`config.mk`:
```
export PLATFORM = sky130hd
export DESIGN_NAME = cubic_rational_resampler_top
export DESIGN_NICKNAME = d
export VERILOG_FILES = /design/src/hdl/crr_pkg.sv /design/src/hdl/crr_divider.sv /design/src/hdl/crr_mac.sv /design/src/hdl/cubic_rational_resampler_top.sv
export SDC_FILE = /design/constraint.sdc
export NUM_CORES = 1
export LEC_CHECK = 0
export BUFFER_PORTS_ARGS = -buffer_cell sky130_fd_sc_hd__buf_2
export CORE_ASPECT_RATIO = 1.75
export CORE_MARGIN = 2
export CORE_UTILIZATION = 40
export CTS_CLUSTER_SIZE = 25
export DETAILED_ROUTE_END_ITERATION = 10
export PLACE_DENSITY = 0.6
export SLEW_MARGIN = 40
export SYNTH_ARGS = -nofsm -noshare
export SYNTH_HDL_FRONTEND = slang
export SYNTH_HIERARCHICAL = 1
export SYNTH_SLANG_ARGS = --single-unit
export TNS_END_PERCENT = 1
```
`constraint.sdc`:
```
create_clock -name clk -period 6.75 [get_ports clk]
set_clock_uncertainty 0.2 [all_clocks]
set_input_delay 0.3375 -clock clk [delete_from_list [all_inputs] [get_ports clk]]
set_output_delay 0.3375 -clock clk [all_outputs]
set_load 0.1 [all_outputs]
```
`src/hdl/crr_pkg.sv`:
```
package crr_pkg;
  localparam int SampleW = 16;
  localparam int RegW    = 18;
  localparam int PhaseW  = 19;
  localparam int TW      = 16;
  localparam int CfgIdxW = 1;
  localparam logic [CfgIdxW-1:0] RegStep   = 1'b0;
  localparam logic [CfgIdxW-1:0] RegPeriod = 1'b1;

  // Handshake between the sequencer and the serial divider.
  typedef struct packed {
    logic start;
    logic [PhaseW-1:0] phase;
    logic [RegW-1:0] period;
  } div_req_t;

  typedef struct packed {
    logic done;
    logic [TW-1:0] quot;
  } div_rsp_t;
endpackage

```
`src/hdl/crr_divider.sv`:
```
// Restoring divider, one quotient bit per cycle: t = floor(phase*2^15/period).
// phase < period always holds on entry, so the integer part of the quotient is
// zero and the remainder starts as phase; 15 fraction steps give t < 2^15.
module crr_divider (
  input  logic              clk,
  input  logic              rst_n,
  input  crr_pkg::div_req_t req,
  output crr_pkg::div_rsp_t rsp
);
  import crr_pkg::*;

  localparam int CntW = $clog2(TW + 1);

  logic [RegW:0]     rem_r, rem_nxt;
  logic [RegW-1:0]   den_r;
  logic [TW-1:0]     quot_r, quot_nxt;
  logic [CntW-1:0]   cnt_r;
  logic              busy_r, done_r;
  logic [RegW+1:0]   trial;

  // Shift remainder left, try subtracting the divisor.
  always_comb begin
    trial    = {rem_r, 1'b0} - {2'b00, den_r};
    rem_nxt  = trial[RegW+1] ? {rem_r[RegW-1:0], 1'b0} : trial[RegW:0];
    quot_nxt = {quot_r[TW-2:0], ~trial[RegW+1]};
  end

  always_ff @(posedge clk) begin
    if (!rst_n) begin
      busy_r <= 1'b0;
      done_r <= 1'b0;
      cnt_r  <= '0;
    end else begin
      done_r <= 1'b0;
      if (req.start) begin
        busy_r <= 1'b1;
        cnt_r  <= CntW'(TW - 1);
        // remainder starts at phase; each step brings in one zero bit
        rem_r  <= req.phase;
        den_r  <= req.period;
        quot_r <= '0;
      end else if (busy_r) begin
        rem_r  <= rem_nxt;
        quot_r <= quot_nxt;
        cnt_r  <= cnt_r - 1'b1;
        if (cnt_r == CntW'(1)) begin
          busy_r <= 1'b0;
          done_r <= 1'b1;
        end
      end
    end
  end

  assign rsp.done = done_r;
  assign rsp.quot = quot_r;
endmodule

```
`src/hdl/crr_mac.sv`:
```
// Shift-add multiplier: product of a signed operand by t (Q15, unsigned)
// one bit of t per cycle, then floor shift right by 15.
module crr_mac (
  input  logic                     clk,
  input  logic                     rst_n,
  input  logic                     start,
  input  logic signed [23:0]       opnd,
  input  logic [crr_pkg::TW-1:0]   tval,
  output logic                     done,
  output logic signed [23:0]       res
);
  import crr_pkg::*;

  localparam int CntW = $clog2(TW + 1);

  logic signed [23+TW:0] acc_r;
  logic signed [23+TW:0] mcand_r;
  logic [TW-1:0]         mplier_r;
  logic [CntW-1:0]       cnt_r;
  logic                  busy_r, done_r;

  always_ff @(posedge clk) begin
    if (!rst_n) begin
      busy_r <= 1'b0;
      done_r <= 1'b0;
      cnt_r  <= '0;
    end else begin
      done_r <= 1'b0;
      if (start) begin
        busy_r   <= 1'b1;
        cnt_r    <= CntW'(TW);
        acc_r    <= '0;
        mcand_r  <= (24+TW)'(opnd);
        mplier_r <= tval;
      end else if (busy_r) begin
        if (mplier_r[0]) acc_r <= acc_r + mcand_r;
        mcand_r  <= mcand_r <<< 1;
        mplier_r <= mplier_r >> 1;
        cnt_r    <= cnt_r - 1'b1;
        if (cnt_r == CntW'(1)) begin
          busy_r <= 1'b0;
          done_r <= 1'b1;
        end
      end
    end
  end

  assign done = done_r;
  assign res  = 24'(acc_r >>> 15);
endmodule

```
`src/hdl/cubic_rational_resampler_top.sv`:
```
// Catmull-Rom cubic rational-rate resampler.
// in_*  : one signed 16-bit sample per item (tdata[15:0]).
// out_* : result items: tdata[15:0] sample, tlast marks the final result of
//         an input, tuser[0] flags a register error (sample zero).
// cfg_* : index 0 phase_step, index 1 phase_period; write while idle.
// One input is taken at a time. The first two inputs only fill the window.
// Each result is computed by a serial divider for t, then three shift-add
// multiplies in Horner order, plus start, done and sequencing steps;
// up to 64 results per input.
// in_tready is high only while the sequencer waits for an input.
// A result is held in the output register until taken; while out_tready is
// low the sequencer stalls and no further input is accepted.
// Synchronous active-low reset clears the window, phase, fill count and
// registers (step = period = 1); no clearing pass is needed.
module cubic_rational_resampler_top #(
  parameter int MAX_RUN    = 64,
  parameter int RATE_LIMIT = 192000
) (
  input  logic        clk,
  input  logic        rst_n,
  input  logic        in_tvalid,
  output logic        in_tready,
  input  logic [15:0] in_tdata,   // [15:0] sample_in
  output logic        out_tvalid,
  input  logic        out_tready,
  output logic [15:0] out_tdata,  // [15:0] sample_out
  output logic        out_tlast,  // last
  output logic        out_tuser,  // [0] config_error
  input  logic        cfg_we,
  input  logic [crr_pkg::CfgIdxW-1:0] cfg_index,
  input  logic [crr_pkg::RegW-1:0]    cfg_data
);
  import crr_pkg::*;

  localparam int RunW = $clog2(MAX_RUN + 1);

  typedef enum logic [3:0] {
    S_IDLE, S_PREP, S_DIV, S_M3, S_M2, S_M1, S_FIN, S_OUT
  } state_t;

  state_t state_r;
  logic [RegW-1:0]   step_r, period_r;
  logic [PhaseW-1:0] phase_r;
  logic [1:0]        fill_r;
  logic signed [15:0] w0_r, w1_r, w2_r, w3_r;
  logic [RunW-1:0]   run_r;
  logic [TW-1:0]     t_r;
  logic signed [23:0] k1_r, k2_r, k3_r, acc_r;
  logic              div_start_r, mac_start_r;
  logic signed [23:0] mac_op_r;

  div_req_t dreq;
  div_rsp_t drsp;
  logic mac_done;
  logic signed [23:0] mac_res;

  assign dreq.start  = div_start_r;
  assign dreq.phase  = phase_r;
  assign dreq.period = period_r;

  crr_divider u_div (.clk, .rst_n, .req(dreq), .rsp(drsp));
  crr_mac u_mac (.clk, .rst_n, .start(mac_start_r), .opnd(mac_op_r), .tval(t_r),
                 .done(mac_done), .res(mac_res));

  // register sanity: zero, above limit, or period > MAX_RUN*step
  logic cfg_bad;
  logic [RegW+RunW:0] run_span;
  always_comb begin
    run_span = (RegW+RunW+1)'(step_r) * (RegW+RunW+1)'(MAX_RUN);
    cfg_bad = (step_r == '0) || (period_r == '0) ||
              (32'(step_r) > 32'(RATE_LIMIT)) || (32'(period_r) > 32'(RATE_LIMIT)) ||
              ((RegW+RunW+1)'(period_r) > run_span);
  end

  assign in_tready = (state_r == S_IDLE) && !out_tvalid;

  logic signed [17:0] bo, co;
  logic signed [23:0] final_v;
  logic [PhaseW:0] ph_add;
  always_comb begin
    bo = 18'(w1_r);
    co = 18'(w2_r);
    final_v = 24'(w1_r) + (acc_r >>> 1);
    ph_add = (PhaseW+1)'(phase_r) + (PhaseW+1)'(step_r);
  end

  always_ff @(posedge clk) begin
    if (!rst_n) begin
      state_r <= S_IDLE;
      step_r <= RegW'(1);
      period_r <= RegW'(1);
      phase_r <= '0;
      fill_r <= '0;
      w0_r <= '0; w1_r <= '0; w2_r <= '0; w3_r <= '0;
      out_tvalid <= 1'b0;
      div_start_r <= 1'b0;
      mac_start_r <= 1'b0;
      run_r <= '0;
    end else begin
      div_start_r <= 1'b0;
      mac_start_r <= 1'b0;
      if (cfg_we) begin
        if (cfg_index == RegStep) step_r <= cfg_data;
        else period_r <= cfg_data;
      end
      if (out_tvalid && out_tready) out_tvalid <= 1'b0;
      unique case (state_r)
        S_IDLE: if (in_tvalid && in_tready) begin
          if (cfg_bad) begin
            out_tdata <= '0; out_tlast <= 1'b1; out_tuser <= 1'b1;
            out_tvalid <= 1'b1;
          end else if (fill_r == 2'd0) begin
            w1_r <= in_tdata; fill_r <= 2'd1;
          end else if (fill_r == 2'd1) begin
            w2_r <= in_tdata; fill_r <= 2'd2;
          end else begin
            if (fill_r == 2'd2) fill_r <= 2'd3;
            else begin
              phase_r <= (phase_r >= PhaseW'(period_r)) ? phase_r - PhaseW'(period_r) : '0;
              w0_r <= w1_r; w1_r <= w2_r; w2_r <= w3_r;
            end
            w3_r <= in_tdata;
            run_r <= '0;
            state_r <= S_PREP;
          end
        end
        S_PREP: begin
          // window coefficients
          k1_r <= 24'(co) - 24'(w0_r);
          k2_r <= 24'(w0_r) * 24'sd2 - 24'(bo) * 24'sd5 + 24'(co) * 24'sd4 - 24'(w3_r);
          k3_r <= 24'(w3_r) - 24'(w0_r) + (24'(bo) - 24'(co)) * 24'sd3;
          if (phase_r < PhaseW'(period_r) && run_r != RunW'(MAX_RUN)) begin
            div_start_r <= 1'b1;
            state_r <= S_DIV;
          end else state_r <= S_IDLE;
        end
        S_DIV: if (drsp.done) begin
          t_r <= drsp.quot;
          mac_op_r <= k3_r; mac_start_r <= 1'b1;
          state_r <= S_M3;
        end
        S_M3: if (mac_done) begin
          mac_op_r <= k2_r + mac_res; mac_start_r <= 1'b1; state_r <= S_M2;
        end
        S_M2: if (mac_done) begin
          mac_op_r <= k1_r + mac_res; mac_start_r <= 1'b1; state_r <= S_M1;
        end
        S_M1: if (mac_done) begin
          acc_r <= mac_res; state_r <= S_FIN;
        end
        S_FIN: if (!out_tvalid) begin
          out_tdata <= (final_v > 24'sd32767) ? 16'h7fff :
                       (final_v < -24'sd32768) ? 16'h8000 : final_v[15:0];
          out_tuser <= 1'b0;
          phase_r <= ph_add[PhaseW-1:0];
          run_r <= run_r + 1'b1;
          out_tlast <= !((ph_add[PhaseW-1:0] < PhaseW'(period_r)) &&
                         (run_r + 1'b1 != RunW'(MAX_RUN)));
          out_tvalid <= 1'b1;
          state_r <= S_OUT;
        end
        S_OUT: if (!out_tvalid || out_tready) begin
          state_r <= out_tlast ? S_IDLE : S_PREP;
        end
        default: state_r <= S_IDLE;
      endcase
    end
  end
endmodule

```
==> parameters.txt, run 1 <==
Parameter                              Value

Clock tree
  Deepest level of the CTS H-tree ... 2
  Clock Latency Late Sink ... 620 ps
  Clk buf depth ... 3
  # clock sinks ... 437
  Clk slew on worst S/H paths ... 70 ps
  CTS Root Buffer Type ... clkbuf_16
  Clock buffer count from CTS ... 45
  Post-CTS repair timing setup buffer count ... 0
  TritonCTS clock tree ... built

Cells and area
  Footprint of the multi-input gates ... 0.01767 mm2
  Fraction of layout instances using a drive strength above 1 ... 0.08313
  Final antenna diode count ... 0
  Layout Cell Area excl Fill ... 0.03427 mm2
  Number of fillers in the final layout ... 7569
  Area occupied by registers ... 0.01164 mm2
  Final-stage net count ... 3713
  Area overhead of the layout relative to synthesis ... 9.840%

Synthesis
  Seq/Total Area, Yosys ... 0.3731
  Share of async-settable or async-resettable flops after synthesis ... 0
  Cell type with the highest aggregate area in the netlist ... edfxtp_1
  Synth warnings ... 6
  Most area-consuming cells after synthesis ... edfxtp_1 28%, ha_1 12%, dfxtp_1 9.5%
  Register bit count reported by yosys ... 437
  Share of the synthesized area in the top cell type ... 0.2781
  Yosys cell types ... 94
  Synthesized area divided by synthesized cell count ... 9.663 um2
  Number of enable flip-flop cells after synthesis ... 289
  Top_reg_cell synth ... edfxtp_1
  Post-Syn Nets ... 3671
  Cells after Synth ... 3229
  Post-synthesis instance area ... 0.03120 mm2

STA
  Unrepaired setup endpoints after global routing ... no
  Final-report max-slew violation count ... 0
  Fraction of the cycle the final worst path needs ... 0.9450
  Hold Fails Final Rpt ... 0
  Shortest period the worst path allows ... 6379 ps
  TNS Setup ... 0 ps
  Final Setup Violations ... 0
  Maximum frequency from static timing analysis ... 156.8 MHz
  Least-Margin Pin Slew ... 805.1 ps
  Worst slew slack as a fraction of its limit ... 0.4632

GRT
  Antenna violations before repair ... 0
  Maximum number of pins on one net before global-route repair ... 63
  Overall routing resource usage ... 0.2091
  Vias in the first global route ... 24560
  Overflow left after global routing ... 0
  First-pass GRT wire length ... 132100 um

Route
  Post-detailed-route DRC marker count ... 0
  Antenna viol nets, final ... 0
  Drt via density ... 5.491
  Routed Wire Length ... 84490 um
  Average routed wire per standard cell ... 19.49 um
  Via Count ... 23810
  DR pass1 iterations ... 7
  Iteration-0 DRC count of the detailed router ... 1202

Min path
  Path class of the lowest-slack min-delay path ... in2reg

Job
  Number of max-cap violations ... 0

Die
  I/O Pins ... 60
  Core Footprint ... 0.07736 mm2
  Cell Rows ... 135
  Starting utilization of the core area ... 0.4033
  Die Outline Area ... 0.08034 mm2
  Horizontal die dimension ... 215.1 um
  Die Span Y ... 373.5 um

Critical path
  Nature of the critical path startpoint ... flop
  CP Capture Type ... flop
  Required time of the critical path ... 6880 ps
  Register-to-register setup slack ... 370 ps
  Crit Path Max Fanout ... 7
  Critical path start-end classification ... reg2reg
  Arrival @ worst endpoint ... 6510 ps

Placement
  Post-Place Cell Area ... 0.03236 mm2
  Hpwl dp ... 66510 um
  Gp weighted congestion ... 0.9369
  Total of buffers placed on input and output ports ... 59

Status
  Result of the run ... complete, no violations
==> cell families (layout without fill, tap and decap cells) <==
kind of cell             after synthesis  after routing  synth area share
AO/OA/AOI/OAI                        818            818            0.1728
XOR/XNOR                             166            166           0.04708
adder cells (fa/ha/maj)              402            402            0.1833
buffers and inverters                460            539           0.06211
flip-flops                           437            437            0.3731
multiplexers                          95             95           0.03276
AND/OR/NAND/NOR                      851            851            0.1289
==> cells in the final DEF (no fill, tap or decap), types with 13 or more instances in the layout <==
| master | count |
|---|---|
| and3_1 | 22 |
| a31oi_1 | 39 |
| buf_2 | 59 |
| o21ai_0 | 167 |
| clkbuf_16 | 48 |
| nand2_1 | 252 |
| nor2b_1 | 49 |
| edfxtp_1 | 289 |
| clkbuf_1 | 13 |
| mux2i_1 | 38 |
| or3_1 | 21 |
| o211a_1 | 16 |
| fa_1 | 92 |
| nor3_1 | 54 |
| a211oi_1 | 34 |
| o21bai_1 | 22 |
| a21oi_1 | 214 |
| nor4_1 | 16 |
| xnor2_1 | 100 |
| o211ai_1 | 51 |
| nand4_1 | 26 |
| buf_4 | 34 |
| nor2_1 | 255 |
| o31ai_1 | 13 |
| xor2_1 | 65 |
| o21a_1 | 29 |
| a21o_1 | 86 |
| o21ai_1 | 14 |
| nand2b_1 | 20 |
| dlygate4sd3_1 | 38 |
| mux2_2 | 53 |
| nand3_1 | 60 |
| dfxtp_1 | 147 |
| inv_1 | 319 |
| ha_1 | 309 |
| a21boi_0 | 20 |
==> Yosys cell counts, types with 11 or more instances <==
cell type and count:
ha_1 310, o21ai_0 168, and3_1 22, inv_1 320, nor4_1 16, mux2i_1 38, a21boi_0 21, nand3_1 60
a21oi_1 214, o211ai_1 51, xor2_1 65, o21bai_1 22, a211oi_1 34, fa_1 92, xnor2_1 100, mux2_2 53
buf_2 16, nor2b_1 49, o21ai_1 14, nor3_1 58, nand2b_1 20, a31oi_1 39, o31ai_1 13, clkbuf_1 71
o21a_1 30, nand2_1 252, buf_4 41, or3_1 21, and2_1 11, o211a_1 16, nor2_1 260, nand4_1 26
dfxtp_1 148, a21o_1 86, or2_2 11, edfxtp_1 289
==> cell type report <==
| cell class | count | area share |
|---|---|---|
| sequential | 437 | 0.3398 |
| multi-input combinational | 2332 | 0.5156 |
| timing repair buffer | 131 | 0.02716 |
| clock inverter | 13 | 0.003833 |
| inverter | 324 | 0.03567 |
| tap | 1027 | 0.03749 |
| clock buffer | 71 | 0.04049 |
==> worst max-delay path, stage by stage (launching register included) <==
cell	delay, ps
dfxtp_1	340
buf_4	170
inv_1	70
fa_1	450
nand2b_1	150
a21boi_0	260
o21ai_0	250
nand2b_1	140
a21o_1	130
xor2_1	200
ha_1	260
inv_1	70
fa_1	440
fa_1	520
inv_1	40
ha_1	220
or3_1	410
o211ai_1	340
nor2_1	90
or3_1	360
a211oi_1	270
nor3_1	130
a21o_1	190
a21oi_1	160
xor3_1	240
==> metrics by stage <==
step | util | cells | hold WS (ps) | worst slack [ps]
after detailed placement | 0.4183 | 4213 | 215.9 | 268.2
after global routing | 0.4430 | 4335 | 134.7 | 5.592
after global placement | 0.4183 | 4213 | 216.4 | 320.6
after floorplan | - | 3229 | 200.3 | 923.0
final | 0.4430 | 4335 | 121.7 | 370.9
after CTS | 0.4429 | 4335 | 89.80 | 230.8
==> timing repair <==
action | in CTS | in global routing
hold buffers | 38 | 0
gates resized for setup | 0 | 4
setup endpoints to repair | 0 | 2
endpoints found under the hold margin | 85 | 0
==> flip-flops by register name, summed over array words and instances (netlist names), 5 cells and up <==
signal	cells
run_r	7
u_div/rem_r	19
u_mac/acc_r	39
u_mac/mplier_r	16
mac_op_r	24
u_div/cnt_r	5
u_mac/mcand_r	39
w0_r	16
out_tdata	16
u_mac/cnt_r	5
u_div/quot_r	16
period_r	18
w1_r	16
t_r	16
k2_r	23
acc_r	23
k3_r	21
u_div/den_r	18
w2_r	16
phase_r	19
k1_r	17
w3_r	16
step_r	18
==> routing by layer <==
metal / share of wire / GRT usage / up-vias
met2: 0.54 / 0.4083 / 476
met4: 0.075 / 0.1381 / 0
li1: - / - / 11590
met3: 0.027 / 0.02198 / 223
met5: 0 / 0 / -
met1: 0.36 / 0.2047 / 11510
==> worst paths after layout <==
check                        start         to  cells past startpoint
setup / recovery           w1_r[1]   k3_r[20]                     24
hold / removal              cfg_we  step_r[2]                      5
setup reg to reg           w1_r[1]   k3_r[20]                     24
hold reg to reg   u_div/quot_r[15]    t_r[15]                      0
Power of run 1 is not shown: default switching activity piles up to over one toggle a cycle in this logic, so the estimate is an artifact.
==> inputs of run 2 (changes only) <==
--- a/config.mk
+++ b/config.mk
@@ -5,13 +5,13 @@
 export SDC_FILE = /design/constraint.sdc
 export NUM_CORES = 1
 export LEC_CHECK = 0
-export BUFFER_PORTS_ARGS = -buffer_cell sky130_fd_sc_hd__buf_2
 export CORE_ASPECT_RATIO = 1.75
 export CORE_MARGIN = 2
 export CORE_UTILIZATION = 40
 export CTS_CLUSTER_SIZE = 25
 export DETAILED_ROUTE_END_ITERATION = 10
-export PLACE_DENSITY = 0.6
+export DONT_BUFFER_PORTS = 1
+export PLACE_DENSITY = 0.59
 export SLEW_MARGIN = 40
 export SYNTH_ARGS = -nofsm -noshare
 export SYNTH_HDL_FRONTEND = slang
==> run 2 against run 1 <==
- die area unchanged
- global-route usage about the same
- non-clock buffer count decreased by 40
- critical path type unchanged
- sequential share of layout area decreased by 0.054 points
- final area increased by 0.16%
- highest routed layer unchanged
==> parameters.txt, run 2 (same netlist as run 1, synthesis figures left out) <==
Parameter                              Value

Route
  Iteration-0 DRC count of the detailed router ... 1239 (+3.1%)
  Average routed wire per standard cell ... 19.80 um (+1.6%)
  Via Count ... 23550 (-1.1%)
  Post-detailed-route DRC marker count ... 0 (unchanged)
  DR pass1 iterations ... 5 (-2)
  Drt via density ... 5.485 (-0.12%)
  Antenna viol nets, final ... 0 (unchanged)
  Routed Wire Length ... 85020 um (+0.63%)

STA
  Least-Margin Pin Slew ... 899.3 ps (+94.20 ps)
  Hold Fails Final Rpt ... 0 (unchanged)
  Final Hold Slack ... 31.53 ps (-90.17 ps)
  Final-report max-slew violation count ... 0 (unchanged)
  Maximum frequency from static timing analysis ... 158.6 MHz (+1.2%)
  Worst slew slack as a fraction of its limit ... 0.4017 (-0.06154)
  Final Setup Violations ... 0 (unchanged)
  TNS Setup ... 0 ps (unchanged)
  Shortest period the worst path allows ... 6304 ps (-74.98 ps)
  Fraction of the cycle the final worst path needs ... 0.9339 (-0.01111)

Cells and area
  Final antenna diode count ... 0 (unchanged)
  Top Registers ... u_mac/acc_r x39, u_mac/mcand_r x39, mac_op_r x24
  Most common library cell in the layout ignoring fill and taps ... inv_1
  Most frequent cells in the layout ... 319 x inv_1, 309 x ha_1, 289 x edfxtp_1
  Final-stage net count ... 3673 (-1.1%)
  Post-route non-filler standard cell count ... 4294 (-0.95%)
  Final core occ ... 0.4437 (+0.0007120)
  Fraction of layout instances using a drive strength above 1 ... 0.07040 (-0.01273)
  Area overhead of the layout relative to synthesis ... 10.02%

Clock tree
  CTS Root Buffer Type ... clkbuf_16
  Deepest level of the CTS H-tree ... 2 (unchanged)
  Clock Latency Late Sink ... 640 ps (+20 ps)
  Clk buf depth ... 3 (unchanged)
  Clk slew on worst S/H paths ... 70 ps (about the same)
  Clock buffer count from CTS ... 45 (unchanged)
  # clock sinks ... 437 (unchanged)
  TritonCTS clock tree ... built

Die
  Die Span Y ... 373.5 um (unchanged)
  Horizontal die dimension ... 215.1 um (unchanged)
  Starting utilization of the core area ... 0.4033 (unchanged)
  I/O Pins ... 60 (unchanged)
  Cell Rows ... 135 (unchanged)
  Core Footprint ... 0.07736 mm2 (unchanged)
  Die Outline Area ... 0.08034 mm2 (unchanged)

Job
  Number of max-cap violations ... 0 (unchanged)

Critical path
  Crit Path Max Fanout ... 4 (-3)
  Nature of the critical path startpoint ... flop
  Arrival @ worst endpoint ... 6450 ps (-60 ps)
  Required time of the critical path ... 6890 ps (about the same)
  Critical path start-end classification ... reg2reg
  CP Capture Type ... flop

GRT
  Antenna violations before repair ... 0 (unchanged)
  Vias in the first global route ... 24010 (-2.2%)
  Maximum number of pins on one net before global-route repair ... 76 (+21%)
  Overall routing resource usage ... 0.2090 (about the same)
  First-pass GRT wire length ... 131500 um (-0.42%)
  Overflow left after global routing ... 0 (unchanged)

Placement
  Gp weighted congestion ... 0.9302 (-0.72%)
  Hpwl dp ... 66170 um (-0.52%)
  Total of buffers placed on input and output ports ... 0 (-100%)
  Placed cell count ... 4163 (-1.2%)

Status
  Result of the run ... complete, no violations

Min path
  Path class of the lowest-slack min-delay path ... in2reg
run 2: cell count changes in the layout (fill, tap and decap cells not counted), sizes merged:
cell / before / now
buf: 93 / 45
clkbuf: 71 / 60
clkinv: 10 / 19
dlygate4sd3: 38 / 45
clkinvlp: 1 / 2
inv: 325 / 326
run 2: through the flow:
step	area, um2	setup WS [ps]
6_report	34330	445.9
3_3_place_gp	32040	252.7
2_1_floorplan	31200	923.0
4_1_cts	34280	147.2
3_5_place_dp	32370	198.5
5_1_grt	34330	-12.19
run 2: routing by layer:
metal	vias to the layer above	GRT usage	share of wire	wire length [um]
li1	11520	-	-	-
met1	11410	0.2065	0.36	30820
met2	427	0.4138	0.55	46430
met3	198	0.02092	0.027	2267
met4	0	0.1227	0.065	5507
met5	-	0	0	0
run 2: worst max-delay path, stage by stage, from the launching register on:
cell       delay (ps)
dfxtp_1           410
inv_1              80
ha_1              260
nor2b_1           120
o21ai_0           210
a21boi_0          200
o21ai_1           240
a21boi_1          190
a2111oi_0         480
nor3_1            120
buf_4             170
a211oi_1          230
o21bai_1          140
xor2_1            160
ha_1              280
inv_1              50
fa_1              470
fa_1              520
inv_1              40
ha_1              220
or3_1             350
a211oi_1          200
nor3_1            120
a21o_1            190
a21oi_1           150
xor3_1            230
run 2: worst paths after layout:
| check | end | start | cells after the start | slack [ps] |
|---|---|---|---|---|
| max | k3_r[20] | w2_r[1] | 25 | 450 |
| min | out_tdata[7] | rst_n | 1 | 30 |
| max reg2reg | k3_r[20] | w2_r[1] | 25 | 450 |
| min reg2reg | t_r[3] | u_div/quot_r[3] | 0 | 220 |
run 2: timing repair:
item / in CTS / in global routing
endpoints found under the setup margin: 0 / 4
hold buffers: 46 / 0
setup buffers: 0 / 1
endpoints found under the hold margin: 117 / 0
resized for setup: 0 / 7
run 2: final cells by class:
class	instances	area [um2]
Clock inverter	24	191.4
Timing Repair Buffer	91	1065
Multi-Input combinational cell	2332	17680
Inverter	324	1219
Tap cell	1027	1285
Fill cell	7604	43030
Clock buffer	59	1242
Sequential cell	437	11640
Power of run 2 is left out for the same reason.
==> inputs of run 3 (changes only) <==
--- a/config.mk
+++ b/config.mk
@@ -12,6 +12,7 @@
 export DETAILED_ROUTE_END_ITERATION = 10
 export DONT_BUFFER_PORTS = 1
 export PLACE_DENSITY = 0.59
+export RECOVER_POWER = 50
 export SLEW_MARGIN = 40
 export SYNTH_ARGS = -nofsm -noshare
 export SYNTH_HDL_FRONTEND = slang
==> run 3 against run 2 <==
- the flow now finishes with violations (max-capacitance violations, max-slew violations)
- flip-flop and latch count unchanged
- register-to-register slack worse by 20 ps
- setup slack worse by 20 ps
- non-clock buffer count stayed put
- die area did not move
- critical path type unchanged
==> parameters.txt, run 3 (same netlist as run 1, synthesis figures left out) <==
Parameter                              Value

STA
  Shortest period the worst path allows ... 6324 ps (+19.79 ps)
  Fraction of the cycle the final worst path needs ... 0.9369 (+0.002932)
  Final-report max-slew violation count ... 390 (+390)
  Least-Margin Pin Slew ... 3687 ps (+2787 ps)
  Hold Fails Final Rpt ... 0 (unchanged)
  Final Setup Violations ... 0 (unchanged)
  Worst slew slack as a fraction of its limit ... -1.458 (-1.859)
  TNS Setup ... 0 ps (unchanged)
  Maximum frequency from static timing analysis ... 158.1 MHz (-0.31%)

GRT
  Overall routing resource usage ... 0.2090 (unchanged)
  Overflow left after global routing ... 0 (unchanged)
  First-pass GRT wire length ... 131500 um (unchanged)
  Vias in the first global route ... 24010 (unchanged)
  Maximum number of pins on one net before global-route repair ... 76 (unchanged)
  Antenna violations before repair ... 0 (unchanged)

Critical path
  Number of buffer and inverter instances along the worst setup path ... 4 (unchanged)
  Register-to-register setup slack ... 430 ps (-20 ps)
  Critical path start-end classification ... reg2reg
  Reg2Reg Launch Point ... w2_r[1]
  Required time of the critical path ... 6890 ps (about the same)
  Top Family by Delay on Critical Path ... compound AO/OA/AOI/OAI gates
  Crit Path Max Fanout ... 4 (unchanged)
  Timing endpoint of the critical path ... k3_r[20]
  Critical path's slowest cell ... fa_1
  CP Capture Type ... flop
  Largest stage delay on the critical path ... 520 ps (about the same)
  Arrival @ worst endpoint ... 6470 ps (+20 ps)
  Worst Reg-to-Reg Cells ... 25 (unchanged)
  Setup crit start ... w2_r[1]
  Path length in cells of the critical path ... 25 (unchanged)
  Nature of the critical path startpoint ... flop
  Capture point of the worst reg-to-reg path ... k3_r[20]

Route
  Iteration-0 DRC count of the detailed router ... 1206 (-2.7%)
  Average routed wire per standard cell ... 19.81 um (about the same)
  Routed Wire Length ... 85060 um (about the same)
  Via Count ... 23540 (-0.055%)
  Post-detailed-route DRC marker count ... 0 (unchanged)
  Antenna viol nets, final ... 0 (unchanged)
  Drt via density ... 5.482 (about the same)
  DR pass1 iterations ... 5 (unchanged)

Clock tree
  CTS Root Buffer Type ... clkbuf_16
  Clock buffer count from CTS ... 45 (unchanged)
  TritonCTS clock tree ... built
  Clock Latency Late Sink ... 640 ps (about the same)
  Deepest level of the CTS H-tree ... 2 (unchanged)
  # clock sinks ... 437 (unchanged)
  Clk buf depth ... 3 (unchanged)
  Clk slew on worst S/H paths ... 70 ps (about the same)

Die
  Starting utilization of the core area ... 0.4033 (unchanged)
  Core Footprint ... 0.07736 mm2 (unchanged)
  Die Span Y ... 373.5 um (unchanged)
  Die Outline Area ... 0.08034 mm2 (unchanged)
  Cell Rows ... 135 (unchanged)
  I/O Pins ... 60 (unchanged)
  Horizontal die dimension ... 215.1 um (unchanged)

Cells and area
  Fraction of layout instances using a drive strength above 1 ... 0.06183 (-0.008571)
  Area overhead of the layout relative to synthesis ... 8.834%
  Final-stage net count ... 3673 (unchanged)
  Most common library cell in the layout ignoring fill and taps ... inv_1
  Final antenna diode count ... 0 (unchanged)
  Top Registers ... u_mac/acc_r x39, u_mac/mcand_r x39, mac_op_r x24
  Number of fillers in the final layout ... 7661 (+0.75%)
  Most frequent cells in the layout ... 320 x inv_1, 309 x ha_1, 289 x edfxtp_1

Min path
  Path class of the lowest-slack min-delay path ... in2reg
  Hold path startpoint ... rst_n

Status
  Result of the run ... complete, but fails checks
  Violated checks ... max-capacitance violations, max-slew violations

Placement
  Hpwl dp ... 66170 um (unchanged)
  Gp weighted congestion ... 0.9302 (unchanged)
  Total of buffers placed on input and output ports ... 0 (unchanged)

Job
  Number of max-cap violations ... 10 (+10)
run 3: changes by cell type in the layout (fill, tap and decap cells not counted), sizes merged:
cell	change
clkinvlp	+2
buf	-22
clkinv	-2
clkbuf	+22
run 3: area by class of cell:
| cell class | count | area [um2] | share of cell area |
|---|---|---|---|
| Inverter | 324 | 1219 | 0.03589 |
| Timing Repair Buffer | 91 | 709.4 | 0.02089 |
| Multi-Input combinational cell | 2332 | 17670 | 0.5204 |
| Tap cell | 1027 | 1285 | 0.03784 |
| Clock buffer | 59 | 1242 | 0.03659 |
| Sequential cell | 437 | 11640 | 0.3428 |
| Clock inverter | 24 | 191.4 | 0.005637 |
run 3: stage by stage:
stage | hold slack (ps) | cells | instance area, um2 | setup slack, ps | util
after floorplan | 200.3 | 3229 | 31200 | 923.0 | -
after global placement | 210.4 | 4151 | 32040 | 252.7 | 0.4142
after detailed placement | 219.7 | 4163 | 32370 | 198.5 | 0.4184
after CTS | 17.63 | 4292 | 34280 | 147.2 | 0.4431
after global routing | 49.42 | 4294 | 33960 | -12.19 | 0.4390
final | 35.83 | 4294 | 33960 | 426.1 | 0.4390
run 3: what timing repair did:
item / 4_1_cts / 5_1_grt
endpoints found under the hold margin: 117 / 0
buffers inserted: 0 / 1
resized for setup: 0 / 7
hold buffers: 46 / 0
setup endpoints to repair: 0 / 4
run 3: worst min path at each step:
stage,to,slack [ps],depth (start not counted)
detailed placement,t_r[15],220,0
floorplan,t_r[15],200,0
CTS,out_tdata[8],20,1
finish,out_tdata[7],40,1
global route,out_tdata[7],50,1
global placement,t_r[15],210,0
run 3: per-layer routing:
| metal | wire length, um | share of wire | vias to the layer above | track usage |
|---|---|---|---|---|
| met1 | 30590 | 0.36 | 11360 | 0.2065 |
| met4 | 5581 | 0.066 | 0 | 0.1227 |
| met5 | 0 | 0 | - | 0 |
| li1 | - | - | 11520 | - |
| met3 | 2533 | 0.030 | 202 | 0.02092 |
| met2 | 46350 | 0.54 | 463 | 0.4138 |
Power of run 3 is left out for the same reason.
